[config.mk]
export PLATFORM = sky130hd
export DESIGN_NAME = sorted_static_linked_list_core
export DESIGN_NICKNAME = d
export VERILOG_FILES = /design/src/sv/ssll_pkg.sv /design/src/sv/ssll_ram.sv /design/src/sv/ssll_link_mem.sv /design/src/sv/sorted_static_linked_list_core.sv
export SDC_FILE = /design/constraint.sdc
export NUM_CORES = 2
export LEC_CHECK = 0
export BUFFER_PORTS_ARGS = -buffer_cell sky130_fd_sc_hd__buf_2
export CAP_MARGIN = 20
export CORE_MARGIN = 1
export CORE_UTILIZATION = 45
export DETAILED_ROUTE_END_ITERATION = 16
export PLACE_DENSITY = 0.72
export SLEW_MARGIN = 20
export SYNTH_ARGS = -nofsm -noshare
export SYNTH_HDL_FRONTEND = slang
export SYNTH_HIERARCHICAL = 1
export SYNTH_SLANG_ARGS = --single-unit
[constraint.sdc]
create_clock -name aclk -period 6.2 [get_ports aclk]
set_input_delay 0.62 -clock aclk [delete_from_list [all_inputs] [get_ports aclk]]
set_output_delay 0.62 -clock aclk [all_outputs]
set_load 0.05 [all_outputs]
[src/sv/ssll_pkg.sv]
// Package for the sorted linked list core: store geometry, command codes and beat types.
// Has no dependencies; every other file in the project but ssll_ram imports it.
package ssll_pkg;

    // Number of storage slots in the key and link stores.
    localparam int DEPTH = 64;

    // A slot index, and a link that can also hold the "none" code.
    localparam int IDX_W  = (DEPTH > 1) ? $clog2(DEPTH) : 1;
    localparam int LINK_W = $clog2(DEPTH + 1);

    // Fixed field widths of the beats.
    localparam int KIND_W    = 3;
    localparam int KEY_W     = 32;
    localparam int SLOT_W    = 6;
    localparam int ENTRIES_W = 7;

    // The link code for "no slot"; it also serves as the walk step limit.
    localparam logic [LINK_W-1:0] NONE_LINK  = LINK_W'(DEPTH);
    localparam logic [LINK_W-1:0] STEP_LIMIT = LINK_W'(DEPTH);

    // Command codes.
    localparam logic [KIND_W-1:0] KIND_SEARCH = 3'd0;
    localparam logic [KIND_W-1:0] KIND_INSERT = 3'd1;
    localparam logic [KIND_W-1:0] KIND_DELETE = 3'd2;
    localparam logic [KIND_W-1:0] KIND_COUNT  = 3'd3;
    localparam logic [KIND_W-1:0] KIND_CLEAR  = 3'd4;

    // Command beat.
    typedef struct packed {
        logic [KIND_W-1:0]       kind;
        logic signed [KEY_W-1:0] key;
    } cmd_t;

    // Result beat.
    typedef struct packed {
        logic                 ok;
        logic [SLOT_W-1:0]    slot;
        logic [ENTRIES_W-1:0] entries;
    } res_t;

    // Access request to the link store.
    typedef struct packed {
        logic              clr;
        logic              we;
        logic [IDX_W-1:0]  waddr;
        logic [LINK_W-1:0] wdata;
        logic [IDX_W-1:0]  raddr;
    } link_req_t;

endpackage

[src/sv/ssll_ram.sv]
// Generic single-write, single-read RAM with a registered read port.
// Stands alone: no package or submodules.
module ssll_ram #(
    parameter int WIDTH = 32,
    parameter int DEPTH = 64
) (
    input  logic                                        aclk,
    input  logic                                        we,
    input  logic [((DEPTH > 1) ? $clog2(DEPTH) : 1)-1:0] waddr,
    input  logic [WIDTH-1:0]                            wdata,
    input  logic [((DEPTH > 1) ? $clog2(DEPTH) : 1)-1:0] raddr,
    output logic [WIDTH-1:0]                            rdata
);

    logic [WIDTH-1:0] mem [DEPTH];

    // Write port and registered read port; a read in the same cycle as a write sees old data.
    always_ff @(posedge aclk) begin
        if (we) begin
            mem[waddr] <= wdata;
        end
        rdata <= mem[raddr];
    end

endmodule

[src/sv/ssll_link_mem.sv]
// Link store of the sorted list: a RAM of next-slot links plus one valid flag per slot.
// Depends on ssll_pkg and ssll_ram.
module ssll_link_mem (
    input  logic                              aclk,
    input  logic                              aresetn,
    input  ssll_pkg::link_req_t               req,
    output logic [ssll_pkg::LINK_W-1:0]       rdata
);
    import ssll_pkg::*;

    logic [DEPTH-1:0]  valid_reg;
    logic [DEPTH-1:0]  valid_next;
    logic              rd_vld_reg;
    logic [LINK_W-1:0] rd_def_reg;
    logic [LINK_W-1:0] rd_def_next;
    logic [LINK_W-1:0] ram_q;

    ssll_ram #(
        .WIDTH (LINK_W),
        .DEPTH (DEPTH)
    ) u_ram (
        .aclk  (aclk),
        .we    (req.we),
        .waddr (req.waddr),
        .wdata (req.wdata),
        .raddr (req.raddr),
        .rdata (ram_q)
    );

    // A slot never written since reset or clear links to the slot after it, the last to none.
    always_comb begin
        valid_next = valid_reg;
        if (req.clr) begin
            valid_next = '0;
        end else if (req.we) begin
            valid_next[req.waddr] = 1'b1;
        end
        if (req.raddr == IDX_W'(DEPTH - 1)) begin
            rd_def_next = NONE_LINK;
        end else begin
            rd_def_next = LINK_W'(req.raddr) + LINK_W'(1);
        end
    end

    always_ff @(posedge aclk) begin
        if (!aresetn) begin
            valid_reg <= '0;
        end else begin
            valid_reg <= valid_next;
        end
        rd_vld_reg <= valid_reg[req.raddr];
        rd_def_reg <= rd_def_next;
    end

    assign rdata = rd_vld_reg ? ram_q : rd_def_reg;

endmodule

[src/sv/sorted_static_linked_list_core.sv]
// Sorted linked list core: the top level with the command sequencer and the key store.
// Depends on ssll_pkg, ssll_ram and ssll_link_mem.
//
// A set of up to DEPTH signed 32-bit keys, held as a singly linked list in ascending order
// with unused slots on a free chain. Each command beat gives exactly one result beat. The
// block takes one command at a time: search, insert and delete walk the list one link per
// cycle through the single read port of the key and link stores. An insert into a full
// store skips the walk. The free chain comes out of reset ready to use, with no clearing
// pass, and a clear command rebuilds it by clearing the valid flags of the link store. A
// finished result waits in an output register, so the next command may be taken while it
// is still unclaimed.
module sorted_static_linked_list_core (
    input  logic           aclk,
    input  logic           aresetn,
    input  logic           s_valid,
    output logic           s_ready,
    input  ssll_pkg::cmd_t s_data,
    output logic           m_valid,
    input  logic           m_ready,
    output ssll_pkg::res_t m_data
);
    import ssll_pkg::*;

    typedef enum logic [2:0] {
        ST_IDLE,
        ST_WALK,
        ST_INS_RD,
        ST_INS_WR,
        ST_LINK_PREV,
        ST_DEL_WR,
        ST_DONE
    } state_t;

    // Control state.
    state_t            state_reg, state_next;
    logic              m_valid_reg, m_valid_next;
    logic [LINK_W-1:0] list_head_reg, list_head_next;
    logic [LINK_W-1:0] free_head_reg, free_head_next;
    logic [LINK_W-1:0] count_reg, count_next;

    // Per-command working registers.
    logic [KIND_W-1:0]       kind_reg, kind_next;
    logic signed [KEY_W-1:0] k_reg, k_next;
    logic [LINK_W-1:0]       cur_reg, cur_next;
    logic [LINK_W-1:0]       prev_reg, prev_next;
    logic [LINK_W-1:0]       steps_reg, steps_next;
    logic [LINK_W-1:0]       patch_reg, patch_next;
    logic                    ok_reg, ok_next;
    logic [SLOT_W-1:0]       slot_reg, slot_next;
    res_t                    m_data_reg, m_data_next;

    // Store access.
    link_req_t         link_req;
    logic [LINK_W-1:0] link_rd;
    logic [IDX_W-1:0]  rd_addr;
    logic              key_we;
    logic [KEY_W-1:0]  key_rd;

    ssll_link_mem u_link (
        .aclk    (aclk),
        .aresetn (aresetn),
        .req     (link_req),
        .rdata   (link_rd)
    );

    ssll_ram #(
        .WIDTH (KEY_W),
        .DEPTH (DEPTH)
    ) u_keys (
        .aclk  (aclk),
        .we    (key_we),
        .waddr (free_head_reg[IDX_W-1:0]),
        .wdata (k_reg),
        .raddr (rd_addr),
        .rdata (key_rd)
    );

    // Sequencer: one walk step per cycle, then relinking through the single write port.
    always_comb begin
        logic found;
        found          = 1'b0;
        state_next     = state_reg;
        m_valid_next   = m_valid_reg && !m_ready;
        m_data_next    = m_data_reg;
        list_head_next = list_head_reg;
        free_head_next = free_head_reg;
        count_next     = count_reg;
        kind_next      = kind_reg;
        k_next         = k_reg;
        cur_next       = cur_reg;
        prev_next      = prev_reg;
        steps_next     = steps_reg;
        patch_next     = patch_reg;
        ok_next        = ok_reg;
        slot_next      = slot_reg;
        rd_addr        = cur_reg[IDX_W-1:0];
        link_req       = '0;
        key_we         = 1'b0;

        unique case (state_reg)
            ST_IDLE: begin
                if (s_valid) begin
                    kind_next  = s_data.kind;
                    k_next     = s_data.key;
                    cur_next   = list_head_reg;
                    prev_next  = NONE_LINK;
                    steps_next = '0;
                    ok_next    = 1'b0;
                    slot_next  = '0;
                    rd_addr    = list_head_reg[IDX_W-1:0];
                    case (s_data.kind) inside
                        KIND_SEARCH, KIND_DELETE: begin
                            state_next = ST_WALK;
                        end
                        KIND_INSERT: begin
                            state_next = (free_head_reg == NONE_LINK) ? ST_DONE : ST_WALK;
                        end
                        KIND_COUNT: begin
                            ok_next    = 1'b1;
                            state_next = ST_DONE;
                        end
                        KIND_CLEAR: begin
                            link_req.clr   = 1'b1;
                            list_head_next = NONE_LINK;
                            free_head_next = '0;
                            count_next     = '0;
                            ok_next        = 1'b1;
                            state_next     = ST_DONE;
                        end
                        default: begin
                            state_next = ST_DONE;
                        end
                    endcase
                end
            end
            ST_WALK: begin
                if (cur_reg != NONE_LINK && steps_reg != STEP_LIMIT
                        && $signed(key_rd) < k_reg) begin
                    prev_next  = cur_reg;
                    cur_next   = link_rd;
                    steps_next = steps_reg + LINK_W'(1);
                    rd_addr    = link_rd[IDX_W-1:0];
                end else begin
                    found = (cur_reg != NONE_LINK) && (steps_reg != STEP_LIMIT)
                            && ($signed(key_rd) == k_reg);
                    patch_next = link_rd;
                    case (kind_reg)
                        KIND_SEARCH: begin
                            ok_next    = found;
                            slot_next  = found ? SLOT_W'(cur_reg) : '0;
                            state_next = ST_DONE;
                        end
                        KIND_INSERT: begin
                            state_next = found ? ST_DONE : ST_INS_RD;
                        end
                        default: begin
                            state_next = found ? ST_DEL_WR : ST_DONE;
                        end
                    endcase
                end
            end
            ST_INS_RD: begin
                // Fetch the successor of the free head.
                rd_addr    = free_head_reg[IDX_W-1:0];
                state_next = ST_INS_WR;
            end
            ST_INS_WR: begin
                // The new slot takes the key and links to the first key not below it.
                key_we         = 1'b1;
                link_req.we    = 1'b1;
                link_req.waddr = free_head_reg[IDX_W-1:0];
                link_req.wdata = cur_reg;
                free_head_next = link_rd;
                count_next     = count_reg + LINK_W'(1);
                ok_next        = 1'b1;
                slot_next      = SLOT_W'(free_head_reg);
                if (prev_reg == NONE_LINK) begin
                    list_head_next = free_head_reg;
                    state_next     = ST_DONE;
                end else begin
                    patch_next = free_head_reg;
                    state_next = ST_LINK_PREV;
                end
            end
            ST_DEL_WR: begin
                // Push the removed slot onto the free chain.
                link_req.we    = 1'b1;
                link_req.waddr = cur_reg[IDX_W-1:0];
                link_req.wdata = free_head_reg;
                free_head_next = cur_reg;
                if (count_reg != '0) begin
                    count_next = count_reg - LINK_W'(1);
                end
                ok_next = 1'b1;
                if (prev_reg == NONE_LINK) begin
                    list_head_next = patch_reg;
                    state_next     = ST_DONE;
                end else begin
                    state_next = ST_LINK_PREV;
                end
            end
            ST_LINK_PREV: begin
                link_req.we    = 1'b1;
                link_req.waddr = prev_reg[IDX_W-1:0];
                link_req.wdata = patch_reg;
                state_next     = ST_DONE;
            end
            ST_DONE: begin
                if (!m_valid_reg || m_ready) begin
                    m_valid_next        = 1'b1;
                    m_data_next.ok      = ok_reg;
                    m_data_next.slot    = slot_reg;
                    m_data_next.entries = ENTRIES_W'(count_reg);
                    state_next          = ST_IDLE;
                end
            end
            default: begin
                state_next = ST_IDLE;
            end
        endcase

        link_req.raddr = rd_addr;
    end

    // State, registered outputs and working registers.
    always_ff @(posedge aclk) begin
        if (!aresetn) begin
            state_reg     <= ST_IDLE;
            m_valid_reg   <= 1'b0;
            list_head_reg <= NONE_LINK;
            free_head_reg <= '0;
            count_reg     <= '0;
        end else begin
            state_reg     <= state_next;
            m_valid_reg   <= m_valid_next;
            list_head_reg <= list_head_next;
            free_head_reg <= free_head_next;
            count_reg     <= count_next;
        end
        m_data_reg <= m_data_next;
        kind_reg   <= kind_next;
        k_reg      <= k_next;
        cur_reg    <= cur_next;
        prev_reg   <= prev_next;
        steps_reg  <= steps_next;
        patch_reg  <= patch_next;
        ok_reg     <= ok_next;
        slot_reg   <= slot_next;
    end

    assign s_ready = (state_reg == ST_IDLE);
    assign m_valid = m_valid_reg;
    assign m_data  = m_data_reg;

endmodule

==> metrics.md <==
| Metric | Value |
|---|---|
| Port Buffers | 54 |
| Num CTS Buffers | 240 |
| Root buffer cell | clkbuf_16 |
| Remaining Overflow, GRT | 0 |
| Row Count | 176 |
| Yosys warns | 6 |
| Global placement routability congestion | 0.870 |
| Max reg flops | 2048 |
| Worst Path Max Fanout | 24 |
| Design area | 119000 um2 |
| Combinational family with the most area after synthesis | multiplexers |
| Post-synth EDFFs | 2580 |
| Setup bufs post-CTS | 0 |
| Critical R2R Launch | k_reg[11] |
| Register area share after synthesis | 76.4% |
| Via count | 53460 |
| Distinct cell type count of the synthesized netlist | 79 |
| CTS tree | built |
| Max Used Layer | met5 |
| H-tree depth | 4 |
| Met3 wire length | 27100 um |
| Via density | 6.19 |
| Full die area | 235000 um2 |
| Worst skew pair latency | 0.89 ns |
| Layout cells sized above 1 | 26.4% |
| Dpl cell area | 111000 um2 |
| Crit path kind | flop to flop |
| Global-route wire length before repair | 380000 um |
| Status | finished clean |
| Slew @ Worst Pin | 1.21 ns |
| Total track usage | 22.4% |
| Mux contribution to synthesized area | 15.8% |
| Final hold violations | 0 |
| Data required time of the worst path | 7.00 ns |
| Worst Setup SP | k_reg[11] |
| Worst EP arrival | 6.79 ns |
| Worst hold slack | 0.0463 ns |
| Largest delay share family, worst path | compound AO/OA/AOI/OAI gates |
| Fmax | 167 MHz |
| Starting Density | 45.4% |
| Asr flop ratio synth | 0% |
| Maximum capacitance violations | 0 |
| HP Start | s_data[20] |
| Metal1 wirelength | 97400 um |
| Max-slew headroom | 19.2% |
| Dominant synthesized flop cell | edfxtp_1 |
| #FFs+latches synth | 2716 |
| Mapped Area | 105000 um2 |
| Largest net degree at the start of global routing | 73 |
| DRC viols | 0 |
| Final setup skew | 0.0949 ns |
| Clk sinks | 2716 |
| Crit. End Element | flop |
| I/O pin count | 55 |
| Adder-Cell Fraction of Synth Area | 0.496% |
| Simple-gate portion of the synthesized area | 2.96% |
| Total Wirelength | 264000 um |
| Gate Count Post-Synth | 5042 |
| Number of antenna violations at the first check in global routing | 7 |
| CP peak stage delay | 0.65 ns |
| DRT antenna net count | 0 |
| DR WL/cell | 30.6 um |
| Crit-path most repeated cell | buf_4 |
| Tcrit/Tclk final | 96.7% |
| Net Count, Synth | 5122 |
| Area delta synth->final | 13.8% |
| Initial DRC Count | 7344 |
| WL met2 | 128000 um |
| Compound-gate portion of the synthesized area | 2.82% |
| Max-slew violations | 0 |
| HP Class | primary input to flop |
| DR pass1 iterations | 7 |
| Crit path cell chain | inv_1, ha_1, nand4_1, nor2_1, a221o_1, o31a_1, nor4b_4, buf_4, and2_2, a221o_2, buf_4, nand2b_2, buf_4, o221ai_1, a21oi_1, a21oi_1, nor2_1 |
| Buf+Inv Stages, Crit Path | 4 |
| Worst-path clk slew | 0.07 ns |
| Critical-path top delay cell | nor4b_4 |
| Nets | 5464 |
| DP HPWL | 155000 um |
| Post-synthesis xor/xnor area fraction | 0.0918% |
| Maximum root-to-sink buffer count | 3 |
| Setup violations, final | 0 |
| Die X | 485 um |
| Vias in the first global route | 53625 |
| Min cycle time layout | 5.99 ns |
| Core area | 231000 um2 |
| CP Launch Type | flop |
| Die height | 485 um |
| Mean Syn Cell Area | 20.8 um2 |
logic make-up after synthesis:
logic type,Yosys count
compound gates,460
simple gates,677
flops,2716
mux,812
fa+ha+maj,41
xor+xnor,11
buf+inv,325
routing by layer:
layer,up-vias,global-route usage (%)
met4,4,9.05
met3,553,4.29
li1,21640,-
met1,28116,29.8
met2,3147,36.4
met5,-,0
Yosys cell counts (6+ instances only):
library cell	instances	area share [%]
edfxtp_1	2580	74
mux4_2	667	14
nor2_1	327	1.2
a21oi_1	165	0.79
dfxtp_1	136	2.6
mux2i_1	130	1.2
nand2_1	128	0.46
clkbuf_1	126	0.45
o22ai_1	100	0.60
buf_2	77	0.37
inv_1	55	0.20
ha_1	40	0.48
nor2b_1	37	0.22
nand3_1	36	0.17
o221ai_1	36	0.30
o21ai_0	32	0.15
buf_4	31	0.22
nor3_1	30	0.14
nand2b_1	28	0.17
a22oi_1	25	0.18
buf_1	19	0.068
and3_1	15	0.089
buf_6	15	0.16
nand3b_1	13	0.093
mux2_2	12	0.13
nand4_1	11	0.066
o31ai_1	10	0.072
a311oi_1	8	0.067
a31oi_1	8	0.048
nor4_1	8	0.048
a211oi_1	7	0.050
a222oi_1	7	0.067
nor3b_1	7	0.050
o211a_1	7	0.067
a21o_1	6	0.043
a41o_1	6	0.057
xnor2_1	6	0.050
cell type report:
class / count / area (um2)
fillers: 17418 / 112000
inverters: 55 / 208
multi-input cells: 2001 / 23900
well taps: 3026 / 3790
clock buffers: 297 / 6410
repair buffers: 370 / 3220
flip-flops and latches: 2716 / 80200
clock inverters: 162 / 1750
diodes: 4 / 10.0
per-stage QoR:
step / TNS (ns) / std cells / util (%) / worst slack (ns)
6_report: 0 / 8631 / 51.7 / 0.207
4_1_cts: 0 / 8627 / 51.7 / 0.175
5_1_grt: -0.00617 / 8627 / 51.7 / -0.00617
2_1_floorplan: 0 / 5042 / - / 0.870
3_5_place_dp: -0.0590 / 8136 / 48.0 / -0.0590
3_3_place_gp: -0.190 / 8136 / 48.0 / -0.125
path summary, 6_finish.rpt:
check	to	slack, ns	cells past startpoint
setup / recovery	u_keys/rdata[7]	0.21	17
hold / removal	k_reg[20]	0.05	1
setup reg to reg	u_keys/rdata[7]	0.21	17
hold reg to reg	m_data[7]	0.42	0
repair_timing:
item / 4_1_cts / 5_1_grt
resized for setup: 1 / 3
hold buffers: 32 / 0
endpoints found under the hold margin: 32 / 0
endpoints found under the setup margin: 1 / 3
cloned: 0 / 0
worst reg2reg max path: stages (launching register included):
cell and delay (ns):
edfxtp_1 0.45, inv_1 0.19, ha_1 0.30, nand4_1 0.13
nor2_1 0.05, a221o_1 0.34, o31a_1 0.34, nor4b_4 0.65
buf_4 0.30, and2_2 0.26, a221o_2 0.40, buf_4 0.47
nand2b_2 0.42, buf_4 0.45, o221ai_1 0.21, a21oi_1 0.57
a21oi_1 0.23, nor2_1 0.15
layout by cell type, fill, tap and decap left out, types with 26 or more instances in the layout:
cell type | Yosys | layout
edfxtp_1 | 2580 | 2580
mux4_2 | 667 | 667
nor2_1 | 327 | 265
buf_4 | 31 | 244
clkbuf_16 | 0 | 243
a21oi_1 | 165 | 163
dfxtp_1 | 136 | 136
mux2i_1 | 130 | 130
nand2_1 | 128 | 128
o22ai_1 | 100 | 99
nor2_4 | 0 | 62
inv_1 | 55 | 54
clkinv_1 | 0 | 54
buf_2 | 77 | 54
clkinv_2 | 0 | 48
clkbuf_1 | 126 | 41
ha_1 | 40 | 40
buf_12 | 0 | 40
nor2b_1 | 37 | 37
nand3_1 | 36 | 36
o221ai_1 | 36 | 36
dlygate4sd3_1 | 0 | 32
bufinv_16 | 0 | 31
nor3_1 | 30 | 26
Power is not shown: default switching activity piles up to over one toggle a cycle in this logic, so the estimate is an artifact.
